===== src/sv/rqtp_pkg.sv =====
package rqtp_pkg;

  localparam int unsigned QueueDepthDef = 16;
  localparam int unsigned RunCountWidthDef = 16;

  localparam logic [1:0] REQ_CREATE = 2'd0;
  localparam logic [1:0] REQ_DISPATCH = 2'd1;
  localparam logic [1:0] REQ_YIELD = 2'd2;
  localparam logic [1:0] REQ_FINISH = 2'd3;

  localparam logic [1:0] POL_RR = 2'd0;
  localparam logic [1:0] POL_PRIO = 2'd1;
  localparam logic [1:0] POL_FAIR = 2'd2;

  localparam logic [2:0] ST_OK = 3'd0;
  localparam logic [2:0] ST_EMPTY = 3'd1;
  localparam logic [2:0] ST_FULL = 3'd2;
  localparam logic [2:0] ST_IDLE = 3'd3;
  localparam logic [2:0] ST_BUSY = 3'd4;

  localparam logic [0:0] REG_PICK_POLICY = 1'd0;

  // control broadcast from the sequencer to every cell
  typedef struct packed {
    logic shift;     // all cells take their right neighbor's entry
    logic load_tail; // cell at tail index takes the broadcast entry
  } rqtp_ctrl_t;

endpackage


===== src/sv/rqtp_cell.sv =====
// one queue slot; during a rotation it takes its neighbor's entry
module rqtp_cell import rqtp_pkg::*; #(
  parameter int unsigned RunW = RunCountWidthDef
) (
  input  logic            clk_i,
  input  rqtp_ctrl_t      ctrl_i,
  input  logic            is_tail_i,
  input  logic [7:0]      nb_id_i,
  input  logic [7:0]      nb_prio_i,
  input  logic [RunW-1:0] nb_runs_i,
  input  logic [7:0]      ld_id_i,
  input  logic [7:0]      ld_prio_i,
  input  logic [RunW-1:0] ld_runs_i,
  output logic [7:0]      id_o,
  output logic [7:0]      prio_o,
  output logic [RunW-1:0] runs_o
);

  logic [7:0]      id_q, id_d;
  logic [7:0]      prio_q, prio_d;
  logic [RunW-1:0] runs_q, runs_d;

  always_comb begin
    id_d = id_q;
    prio_d = prio_q;
    runs_d = runs_q;
    if (ctrl_i.load_tail && is_tail_i) begin
      id_d = ld_id_i;
      prio_d = ld_prio_i;
      runs_d = ld_runs_i;
    end else if (ctrl_i.shift) begin
      id_d = nb_id_i;
      prio_d = nb_prio_i;
      runs_d = nb_runs_i;
    end
  end

  always_ff @(posedge clk_i) begin
    id_q <= id_d;
    prio_q <= prio_d;
    runs_q <= runs_d;
  end

  assign id_o = id_q;
  assign prio_o = prio_q;
  assign runs_o = runs_q;

endmodule


===== src/sv/ready_queue_thread_picker_unit.sv =====
// channel | direction | signals
// request | in        | req_valid_i, req_ready_o, req_type_i, thread_priority_i
// result  | out       | rsp_valid_o, rsp_ready_i, status_o, thread_id_o
// config  | apb       | psel, penable, pwrite, paddr, pwdata, prdata, pready
// create, yield, finish and refused requests show their result in the cycle after acceptance.
// a dispatch rotates the cell chain once in S_SCAN; S_DONE then registers its result.
// each rotation step moves every entry one cell toward the head; the head
// entry is compared with the current best and either kept or re-entered at tail.
// the request side stays blocked until the pending result is taken.
// reset empties the queue and running slot; queue cells hold no reset value.
module ready_queue_thread_picker_unit import rqtp_pkg::*; #(
  parameter int unsigned QueueDepth = QueueDepthDef,
  parameter int unsigned RunCountWidth = RunCountWidthDef
) (
  input  logic        clk_i,
  input  logic        rst_ni,
  input  logic        req_valid_i,
  output logic        req_ready_o,
  input  logic [1:0]  req_type_i,
  input  logic signed [7:0] thread_priority_i,
  output logic        rsp_valid_o,
  input  logic        rsp_ready_i,
  output logic [2:0]  status_o,
  output logic [7:0]  thread_id_o,
  input  logic        psel,
  input  logic        penable,
  input  logic        pwrite,
  input  logic [0:0]  paddr,
  input  logic [31:0] pwdata,
  output logic [31:0] prdata,
  output logic        pready
);

  localparam int unsigned IdxW = (QueueDepth > 1) ? $clog2(QueueDepth) : 1;
  localparam int unsigned CntW = $clog2(QueueDepth + 1);
  localparam int unsigned RW = RunCountWidth;

  typedef enum logic [1:0] {S_IDLE, S_SCAN, S_DONE} state_e;

  state_e          state_q;
  logic [CntW-1:0] count_q;
  logic [CntW-1:0] left_q;
  logic            run_v_q;
  logic [7:0]      run_id_q, run_prio_q;
  logic [RW-1:0]   run_runs_q;
  logic [7:0]      next_id_q;
  logic [1:0]      policy_q;
  logic            best_v_q;
  logic [7:0]      best_id_q, best_prio_q;
  logic [RW-1:0]   best_runs_q;
  logic            rsp_v_q;
  logic [2:0]      rsp_st_q;
  logic [7:0]      rsp_id_q;

  logic [7:0]    c_id [QueueDepth];
  logic [7:0]    c_prio [QueueDepth];
  logic [RW-1:0] c_runs [QueueDepth];
  rqtp_ctrl_t    ctrl;
  logic [7:0]    ld_id, ld_prio;
  logic [RW-1:0] ld_runs;
  logic [IdxW-1:0] tail_idx;

  for (genvar g = 0; g < QueueDepth; g++) begin : g_cell
    localparam int unsigned Nb = (g + 1 < QueueDepth) ? g + 1 : g;
    rqtp_cell #(.RunW(RW)) u_cell (
      .clk_i    (clk_i),
      .ctrl_i   (ctrl),
      .is_tail_i(tail_idx == IdxW'(g)),
      .nb_id_i  (c_id[Nb]),
      .nb_prio_i(c_prio[Nb]),
      .nb_runs_i(c_runs[Nb]),
      .ld_id_i  (ld_id),
      .ld_prio_i(ld_prio),
      .ld_runs_i(ld_runs),
      .id_o     (c_id[g]),
      .prio_o   (c_prio[g]),
      .runs_o   (c_runs[g])
    );
  end

  logic          req_acc;
  logic          head_wins;
  logic          pol_scan;
  logic [RW-1:0] yruns;

  assign pready = 1'b1;
  assign prdata = (paddr == REG_PICK_POLICY) ? {30'd0, policy_q} : 32'd0;
  assign req_ready_o = (state_q == S_IDLE) && !rsp_v_q;
  assign req_acc = req_valid_i && req_ready_o;
  assign pol_scan = (policy_q == POL_PRIO) || (policy_q == POL_FAIR);
  assign yruns = (run_runs_q == {RW{1'b1}}) ? run_runs_q : run_runs_q + RW'(1);

  always_comb begin
    if (!best_v_q) head_wins = 1'b1;
    else if (!pol_scan) head_wins = 1'b0;
    else if (policy_q == POL_PRIO) head_wins = $signed(c_prio[0]) > $signed(best_prio_q);
    else head_wins = c_runs[0] < best_runs_q;
  end

  // tail for a pop-and-append during a scan is count-2 (after shift)
  always_comb begin
    ctrl = '0;
    ld_id = run_id_q;
    ld_prio = run_prio_q;
    ld_runs = yruns;
    tail_idx = count_q[IdxW-1:0];
    if (state_q == S_IDLE && req_acc) begin
      if (req_type_i == REQ_CREATE && count_q != CntW'(QueueDepth)) begin
        ctrl.load_tail = 1'b1;
        ld_id = next_id_q;
        ld_prio = thread_priority_i;
        ld_runs = '0;
      end else if (req_type_i == REQ_YIELD && run_v_q && count_q != CntW'(QueueDepth)) begin
        ctrl.load_tail = 1'b1;
      end
    end else if (state_q == S_SCAN) begin
      ctrl.shift = 1'b1;
      tail_idx = IdxW'(count_q - CntW'(2));
      if (head_wins) begin
        if (best_v_q) begin
          ctrl.load_tail = 1'b1;
          ld_id = best_id_q;
          ld_prio = best_prio_q;
          ld_runs = best_runs_q;
        end
      end else begin
        ctrl.load_tail = 1'b1;
        ld_id = c_id[0];
        ld_prio = c_prio[0];
        ld_runs = c_runs[0];
      end
    end
  end

  always_ff @(posedge clk_i or negedge rst_ni) begin
    if (!rst_ni) begin
      state_q <= S_IDLE;
      count_q <= '0;
      left_q <= '0;
      run_v_q <= 1'b0;
      run_id_q <= '0;
      run_prio_q <= '0;
      run_runs_q <= '0;
      next_id_q <= '0;
      policy_q <= POL_RR;
      best_v_q <= 1'b0;
      best_id_q <= '0;
      best_prio_q <= '0;
      best_runs_q <= '0;
      rsp_v_q <= 1'b0;
      rsp_st_q <= ST_OK;
      rsp_id_q <= '0;
    end else begin
      if (psel && penable && pwrite && paddr == REG_PICK_POLICY) begin
        policy_q <= pwdata[1:0];
      end
      if (rsp_v_q && rsp_ready_i) rsp_v_q <= 1'b0;
      case (state_q)
        S_IDLE: begin
          if (req_acc) begin
            case (req_type_i)
              REQ_CREATE: begin
                rsp_v_q <= 1'b1;
                if (count_q == CntW'(QueueDepth)) begin
                  rsp_st_q <= ST_FULL;
                  rsp_id_q <= '0;
                end else begin
                  rsp_st_q <= ST_OK;
                  rsp_id_q <= next_id_q;
                  next_id_q <= next_id_q + 8'd1;
                  count_q <= count_q + CntW'(1);
                end
              end
              REQ_DISPATCH: begin
                if (run_v_q) begin
                  rsp_v_q <= 1'b1;
                  rsp_st_q <= ST_BUSY;
                  rsp_id_q <= '0;
                end else if (count_q == '0) begin
                  rsp_v_q <= 1'b1;
                  rsp_st_q <= ST_EMPTY;
                  rsp_id_q <= '0;
                end else begin
                  state_q <= S_SCAN;
                  left_q <= count_q;
                  best_v_q <= 1'b0;
                end
              end
              REQ_YIELD: begin
                rsp_v_q <= 1'b1;
                if (!run_v_q) begin
                  rsp_st_q <= ST_IDLE;
                  rsp_id_q <= '0;
                end else if (count_q == CntW'(QueueDepth)) begin
                  rsp_st_q <= ST_FULL;
                  rsp_id_q <= '0;
                end else begin
                  rsp_st_q <= ST_OK;
                  rsp_id_q <= run_id_q;
                  count_q <= count_q + CntW'(1);
                  run_v_q <= 1'b0;
                  run_id_q <= '0;
                  run_prio_q <= '0;
                  run_runs_q <= '0;
                end
              end
              default: begin
                rsp_v_q <= 1'b1;
                if (!run_v_q) begin
                  rsp_st_q <= ST_IDLE;
                  rsp_id_q <= '0;
                end else begin
                  rsp_st_q <= ST_OK;
                  rsp_id_q <= run_id_q;
                  run_v_q <= 1'b0;
                  run_id_q <= '0;
                  run_prio_q <= '0;
                  run_runs_q <= '0;
                end
              end
            endcase
          end
        end
        S_SCAN: begin
          if (head_wins) begin
            best_v_q <= 1'b1;
            best_id_q <= c_id[0];
            best_prio_q <= c_prio[0];
            best_runs_q <= c_runs[0];
          end
          left_q <= left_q - CntW'(1);
          if (left_q == CntW'(1)) state_q <= S_DONE;
        end
        S_DONE: begin
          count_q <= count_q - CntW'(1);
          run_v_q <= 1'b1;
          run_id_q <= best_id_q;
          run_prio_q <= best_prio_q;
          run_runs_q <= best_runs_q;
          rsp_v_q <= 1'b1;
          rsp_st_q <= ST_OK;
          rsp_id_q <= best_id_q;
          state_q <= S_IDLE;
        end
        default: state_q <= S_IDLE;
      endcase
    end
  end

  assign rsp_valid_o = rsp_v_q;
  assign status_o = rsp_st_q;
  assign thread_id_o = rsp_id_q;

endmodule


===== config.mk =====
export PLATFORM = sky130hd
export DESIGN_NAME = ready_queue_thread_picker_unit
export DESIGN_NICKNAME = d
export VERILOG_FILES = /design/src/sv/rqtp_pkg.sv /design/src/sv/rqtp_cell.sv /design/src/sv/ready_queue_thread_picker_unit.sv
export SDC_FILE = /design/constraint.sdc
export NUM_CORES = 1
export LEC_CHECK = 0
export ABC_CLOCK_PERIOD_IN_PS = 4850
export BUFFER_PORTS_ARGS = -buffer_cell sky130_fd_sc_hd__buf_2
export CAP_MARGIN = 5
export CORE_ASPECT_RATIO = 0.8
export CORE_MARGIN = 2
export CORE_UTILIZATION = 25
export DETAILED_ROUTE_END_ITERATION = 8
export GPL_TIMING_DRIVEN = 0
export PLACE_DENSITY = 0.44
export SETUP_SLACK_MARGIN = 0.5
export SLEW_MARGIN = 20
export SYNTH_ARGS = -nofsm -noshare
export SYNTH_HDL_FRONTEND = slang
export SYNTH_SLANG_ARGS = --single-unit

===== constraint.sdc =====
create_clock -name clk_i -period 4.85 [get_ports clk_i]
set_input_delay 0.485 -clock clk_i [delete_from_list [all_inputs] [get_ports clk_i]]
set_output_delay 0.485 -clock clk_i [all_outputs]
set_load 0.01 [all_outputs]

# == Yosys cells after proc, flatten, opt, wreduce, memory -nomap -nowiden ==
# Cells that the tools add are included.
# Widths: inputs -> output; s select.
# totals
regBits,612
elab_cells,352
input_bits,50
# classes
magnitude_cmp,2
add_sub_neg,6
eq_ne,37
mux,182
bitwise,2
n_reduce_logical,59
# op_table
operator,count
$mux 8,81
$mux 16,40
$pmux 16 s2,2
$pmux 8 s2,4
$mux 5,7
$reduce_bool 2->1,17
$eq 4x4->1 const B,8
$pmux 5 s2,3
$logic_and 1x1->1,26
$pmux 8 s3,1
$mux 1,22
$mux 2,10
$add 16x1->16 const B,1
$eq 16x16->1 const B,1
$eq 4x3->1 const B,4
$lt 16x16->1,1
$reduce_and 5->1,3
$ne 2x2->1 const B,6
$sub 5x1->5 const B,2
$mux 3,3
$pmux 3 s3,1
$add 8x1->8 const B,1
$eq 4x2->1 const B,2
$gt 8x8->1,1
other kinds (27),41

# == Depth between registers and ports, before layout ==
# depth
ltp_word,9
mapped_depth,13

# == Modules after synthesis ==
# From an unflattened synthesis, not the netlist that was laid out.
# unflattened
cells_unflattened,1844
hier_area_um2,30410.4
# by_module_without_submodules
module,cells_each,seq_area_each_um2,area_per_inst_um2,n_inst
rqtp_cell,69,960.9,1476.4,16
ready_queue_thread_picker_unit,740,2502.4,6787.8,1

# == Worst setup path before layout ==
# OpenSTA, ideal clock, no wires.
# synth_timing
path_type,flip-flop to flip-flop
startpoint,register state_q[1]
endpoint,"register g_cell[15].u_cell.id_q[0], enable pin"
path_stages_with_launch,7
path_buffers,1
arrival_time_ns,2.933
slack_ns,1.496
t_required_ns,4.429
cell_sequence,dfrtp_1 > clkbuf_1 > nor4b_4 > o2111a_1 > or2_2 > nand3_1 > nor2_1
# synth_via
elab_chain_cells,7
elab_cells_between_ends,11
classes_between,2 x eq/ne; 4 x mux; 5 x reduce/logical
# synth_lines
element,line,rtl
start: declaration,ready_queue_thread_picker_unit.sv:40,state_e state_q;
start signal: assignment,ready_queue_thread_picker_unit.sv:137,state_q <= S_IDLE;
start signal: assignment,ready_queue_thread_picker_unit.sv:184,state_q <= S_SCAN;
start signal: assignment,ready_queue_thread_picker_unit.sv:232,if (left_q == CntW'(1)) state_q <= S_DONE;
$logic_not 2->1,"ready_queue_thread_picker_unit.sv:88, ready_queue_thread_picker_unit.sv:107",
$logic_and 1x1->1,ready_queue_thread_picker_unit.sv:88,assign req_ready_o = (state_q == S_IDLE) && !rsp_v_q;
$logic_and 1x1->1,ready_queue_thread_picker_unit.sv:89,assign req_acc = req_valid_i && req_ready_o;
$logic_and 1x1->1,ready_queue_thread_picker_unit.sv:107,if (state_q == S_IDLE && req_acc) begin
$mux 4,ready_queue_thread_picker_unit.sv:107,
$eq 4x4->1,ready_queue_thread_picker_unit.sv:68,".is_tail_i(tail_idx == IdxW'(g)),"
$logic_and 1x1->1 *,rqtp_cell.sv:27,if (ctrl_i.load_tail && is_tail_i) begin
end signal: assignment,rqtp_cell.sv:39,id_q <= id_d;
end: declaration,rqtp_cell.sv:19,"logic [7:0] id_q, id_d;"
# Mark *: on every way between the ends. The rest lies on a longest branch, timed or not.
# A chain may end at the register's enable or synchronous reset.

# == Worst setup path in the final report ==
# layout_timing
startpoint,register state_q[1]
endpoint,"register g_cell[14].u_cell.runs_q[6], enable pin"
# layout_via
elab_chain_cells,8
elab_cells_between_ends,13
classes_between,2 x eq/ne; 5 x mux; 6 x reduce/logical
# layout_lines
element,line,rtl
$logic_not 2->1,"ready_queue_thread_picker_unit.sv:88, ready_queue_thread_picker_unit.sv:107",
$logic_and 1x1->1,ready_queue_thread_picker_unit.sv:88,
$logic_and 1x1->1,ready_queue_thread_picker_unit.sv:89,
$logic_and 1x1->1,ready_queue_thread_picker_unit.sv:107,
$mux 4,ready_queue_thread_picker_unit.sv:107,
$eq 4x4->1,ready_queue_thread_picker_unit.sv:68,
$logic_and 1x1->1,rqtp_cell.sv:27,
$reduce_bool 2->1 (no line) *,-,
end signal: assignment,rqtp_cell.sv:41,runs_q <= runs_d;
end: declaration,rqtp_cell.sv:21,"logic [RunW-1:0] runs_q, runs_d;"
# Marks and branches as above.

==> run_results.csv <==
group,metric,value,unit
worst_setup_path,required,5.17,ns
floorplan,dieArea,114000,sq um
sta,drv_slew,0,
sta,grt_setup_unrepaired,"yes",
synth,yosysWarningCount,0,
floorplan,io_pins,96,
synth,avgSynthCellArea,11.5,sq um
synth,async_reset_ff_frac,0.163,
cells_and_area,stdcell_area,32300,sq um
clocking,clk_pin_slew,0.06,ns
routing,ant_nets,0,
worst_setup_path,cp.arrival,4.67,ns
clocking,clkLatencyLatePin,0.62,ns
clocking,post_cts_buffers,0,
power_and_ir_drop,power,26.4,mW
cells_and_area,final_common_cell,"edfxtp_1",
placement,place_congestion,0.818,
routing,routed_wl,75400,um
clocking,clockBufferDepth,3,
sta,hold_violations,0,
sta,fin_worst_skew,0.0304,ns
sta,post-route-period-util,0.898,
floorplan,fp-row-count,109,
routing,route.met3.wl,4590,um
routing,drtPass1Iterations,5,
sta,fin_crit,4.35,ns
run_status,status,"finished clean",
cells_and_area,syn2layout_area_growth,16.4,%
cells_and_area,final_core_util,0.293,
power_and_ir_drop,pwr-share-clk,0.198,
floorplan,initial_core_util,0.252,
routing,highest_layer,"met4",
clocking,cts_buffers,67,
synth,ys_seq_area_frac,0.645,
grt,grt_pass1_wl,115000,um
sta,max_freq,230,MHz
clocking,root_buffer,"clkbuf_16",
synth,yosysUniqueCellTypes,81,
floorplan,core,110000,sq um
worst_setup_path,crit_fanout,17,
grt,grt_pass1_vias,18100,
placement,placed_area,30000,sq um
grt,grt_start_max_net_pins,59,
worst_setup_path,crit_path_start,"state_q[1]",
worst_setup_path,crit_path_start_kind,"register",
power_and_ir_drop,p_seq_frac,0.412,
power_and_ir_drop,power_density,819,nW/um^2
power_and_ir_drop,comb_power_share,0.390,
routing,wl_met2,30800,um
grt,track_usage,0.132,
hold_path,holdCritPathClass,"in -> reg",
hold_path,hold_start,"rsp_ready_i",
grt,gr-total-overflow,0,
sta,worst_slew_margin_rel,0.257,
synth,ys_ff_latch,612,
floorplan,die_w,376,um
power_and_ir_drop,power.switching,10.7,mW
sta,tightestPinTransition,1.12,ns
synth,syn_inst,2408,
routing,remaining_drc_errors,0,
power_and_ir_drop,leakagePower,12.2,nW
clocking,htreeDepth,3,
synth,ys.flop_type,"edfxtp_1",
run,max_cap_viol_count,0,
synth,synth_edf_count,512,
placement,dpl.cell_count,3919,
routing,met1Wirelength,38300,um
routing,num_vias,18600,
synth,synth.cell_area,27700,sq um
clocking,cts_tree,"yes",
routing,vias_per_cell,4.60,
cells_and_area,layout.cells.non_filler,4042,
power_and_ir_drop,peakVddDrop,0.345,mV
routing,drt_iter0_drc,1785,
power_and_ir_drop,switching_share,0.403,
cells_and_area,mostFrequentLayoutCells,"512 x edfxtp_1, 322 x nand2_1, 296 x nor2_1",
cells_and_area,layout.nets,2629,
worst_setup_path,regToRegStartpoint,"state_q[1]",
grt,antenna_found_initial,0,
power_and_ir_drop,p_int,15.8,mW
sta,finalSetupViolCount,0,
cells_and_area,antenna_cells,0,
placement,numPortBuffers,34,
sta,whs,0.0681,ns
placement,dp_hpwl,54400,um
clocking,cts_sinks,612,
worst_setup_path,endpoint_kind,"register",
cells_and_area,drive_above_1_share,0.129,
worst_setup_path,critical_path_class,"reg -> reg",
floorplan,die_h,302,um
routing,wl_per_cell,18.7,um
-- state kept, by name (all words and copies together), names as in the netlist --
name                  count
count_q                   5
run_v_q                   1
run_runs_q               16
state_q                   2
best_v_q                  1
run_prio_q                8
next_id_q                 8
status_o                  3
best_id_q                 8
g_cell.u_cell.runs_o    256
left_q                    5
rsp_valid_o               1
thread_id_o               8
policy_q                  2
best_runs_q              16
run_id_q                  8
g_cell.u_cell.id_o      128
g_cell.u_cell.prio_o    128
best_prio_q               8
-- what timing repair did --
action	in CTS	in global routing
endpoints found under the setup margin	32	290
endpoints found under the hold margin	57	0
pin swaps	0	0
hold buffers	1	0
resized for setup	1	6
-- area by class of cell --
| class | count | area [sq um] |
|---|---|---|
| Fill cell | 11300 | 77900 |
| Clock inverter | 45 | 462 |
| Buffer | 204 | 1080 |
| Multi-Input combinational cell | 1555 | 8720 |
| Clock buffer | 77 | 1770 |
| Sequential cell | 612 | 17900 |
| Inverter | 66 | 248 |
| Tap cell | 1443 | 1810 |
| Timing Repair Buffer | 40 | 324 |
-- cell usage after synthesis, types with 24 or more instances --
library cell / n / share of area
nor2_1: 297 / 0.040
a21oi_1: 176 / 0.032
nand3_1: 24 / 0.0043
nand2_1: 337 / 0.046
mux2_1: 29 / 0.012
buf_2: 34 / 0.0061
a31oi_1: 68 / 0.015
ha_1: 32 / 0.014
buf_4: 49 / 0.013
inv_1: 66 / 0.0089
clkbuf_1: 108 / 0.015
o21ai_0: 277 / 0.050
dfrtp_1: 100 / 0.090
edfxtp_1: 512 / 0.55
-- critical path: stages (launching register included) --
cell      delay [ns]
dfrtp_1         0.36
clkbuf_1        0.29
nor4b_4         0.64
o2111a_1        0.48
nor2_1          0.13
nor3_1          0.77
nand2_1         0.38
clkbuf_1        0.33
nand2_2         0.42
buf_16          0.22
-- power by group through the flow --
stage               Clock, mW  Sequential (mW)  Combinational (mW)
floorplan                   0             10.5                6.55
global placement            0             11.0                10.0
detailed placement          0             11.0                10.3
CTS                      5.35             10.9                10.4
global route             5.56             11.2                11.4
finish                   5.24             10.9                10.3
-- routing by layer --
layer | vias to the layer above | track usage
met1 | 9035 | 0.201
li1 | 8932 | -
met3 | 109 | 0.0271
met5 | - | 0
met4 | 0 | 0.0360
met2 | 536 | 0.188
-- cells by family (layout without fill, tap and decap cells) --
family,Yosys count,count (layout),share of synthesized area
other,2,31,0.000271
DFF,612,612,0.645
xor gates and xnor gates,22,22,0.00695
muxes,52,52,0.0210
and+or+nand+nor,759,759,0.117
buffers and inverters,270,432,0.0480
AOI/OAI and AO/OA,658,658,0.147
adders and majority gates,33,33,0.0152
-- stage by stage --
step,setup slack (ns),TNS (ns)
floorplan,1.50,0
global placement,-0.0962,-2.91
detailed placement,0.492,0
CTS,0.510,0
global route,0.366,0
finish,0.497,0
-- final timing paths --
path | end | slack (ns) | cells past startpoint
worst max register to register | g_cell[14].u_cell.runs_o[6] | 0.50 | 9
min in group asynchronous | thread_id_o[7] | 0.43 | 2
worst min register to register | run_prio_q[6] | 0.48 | 2
worst min-delay path | rsp_valid_o | 0.07 | 2
worst max-delay path | g_cell[14].u_cell.runs_o[6] | 0.50 | 9
max in group asynchronous | left_q[3] | 3.78 | 3
Power figures use the tool's default switching activity.
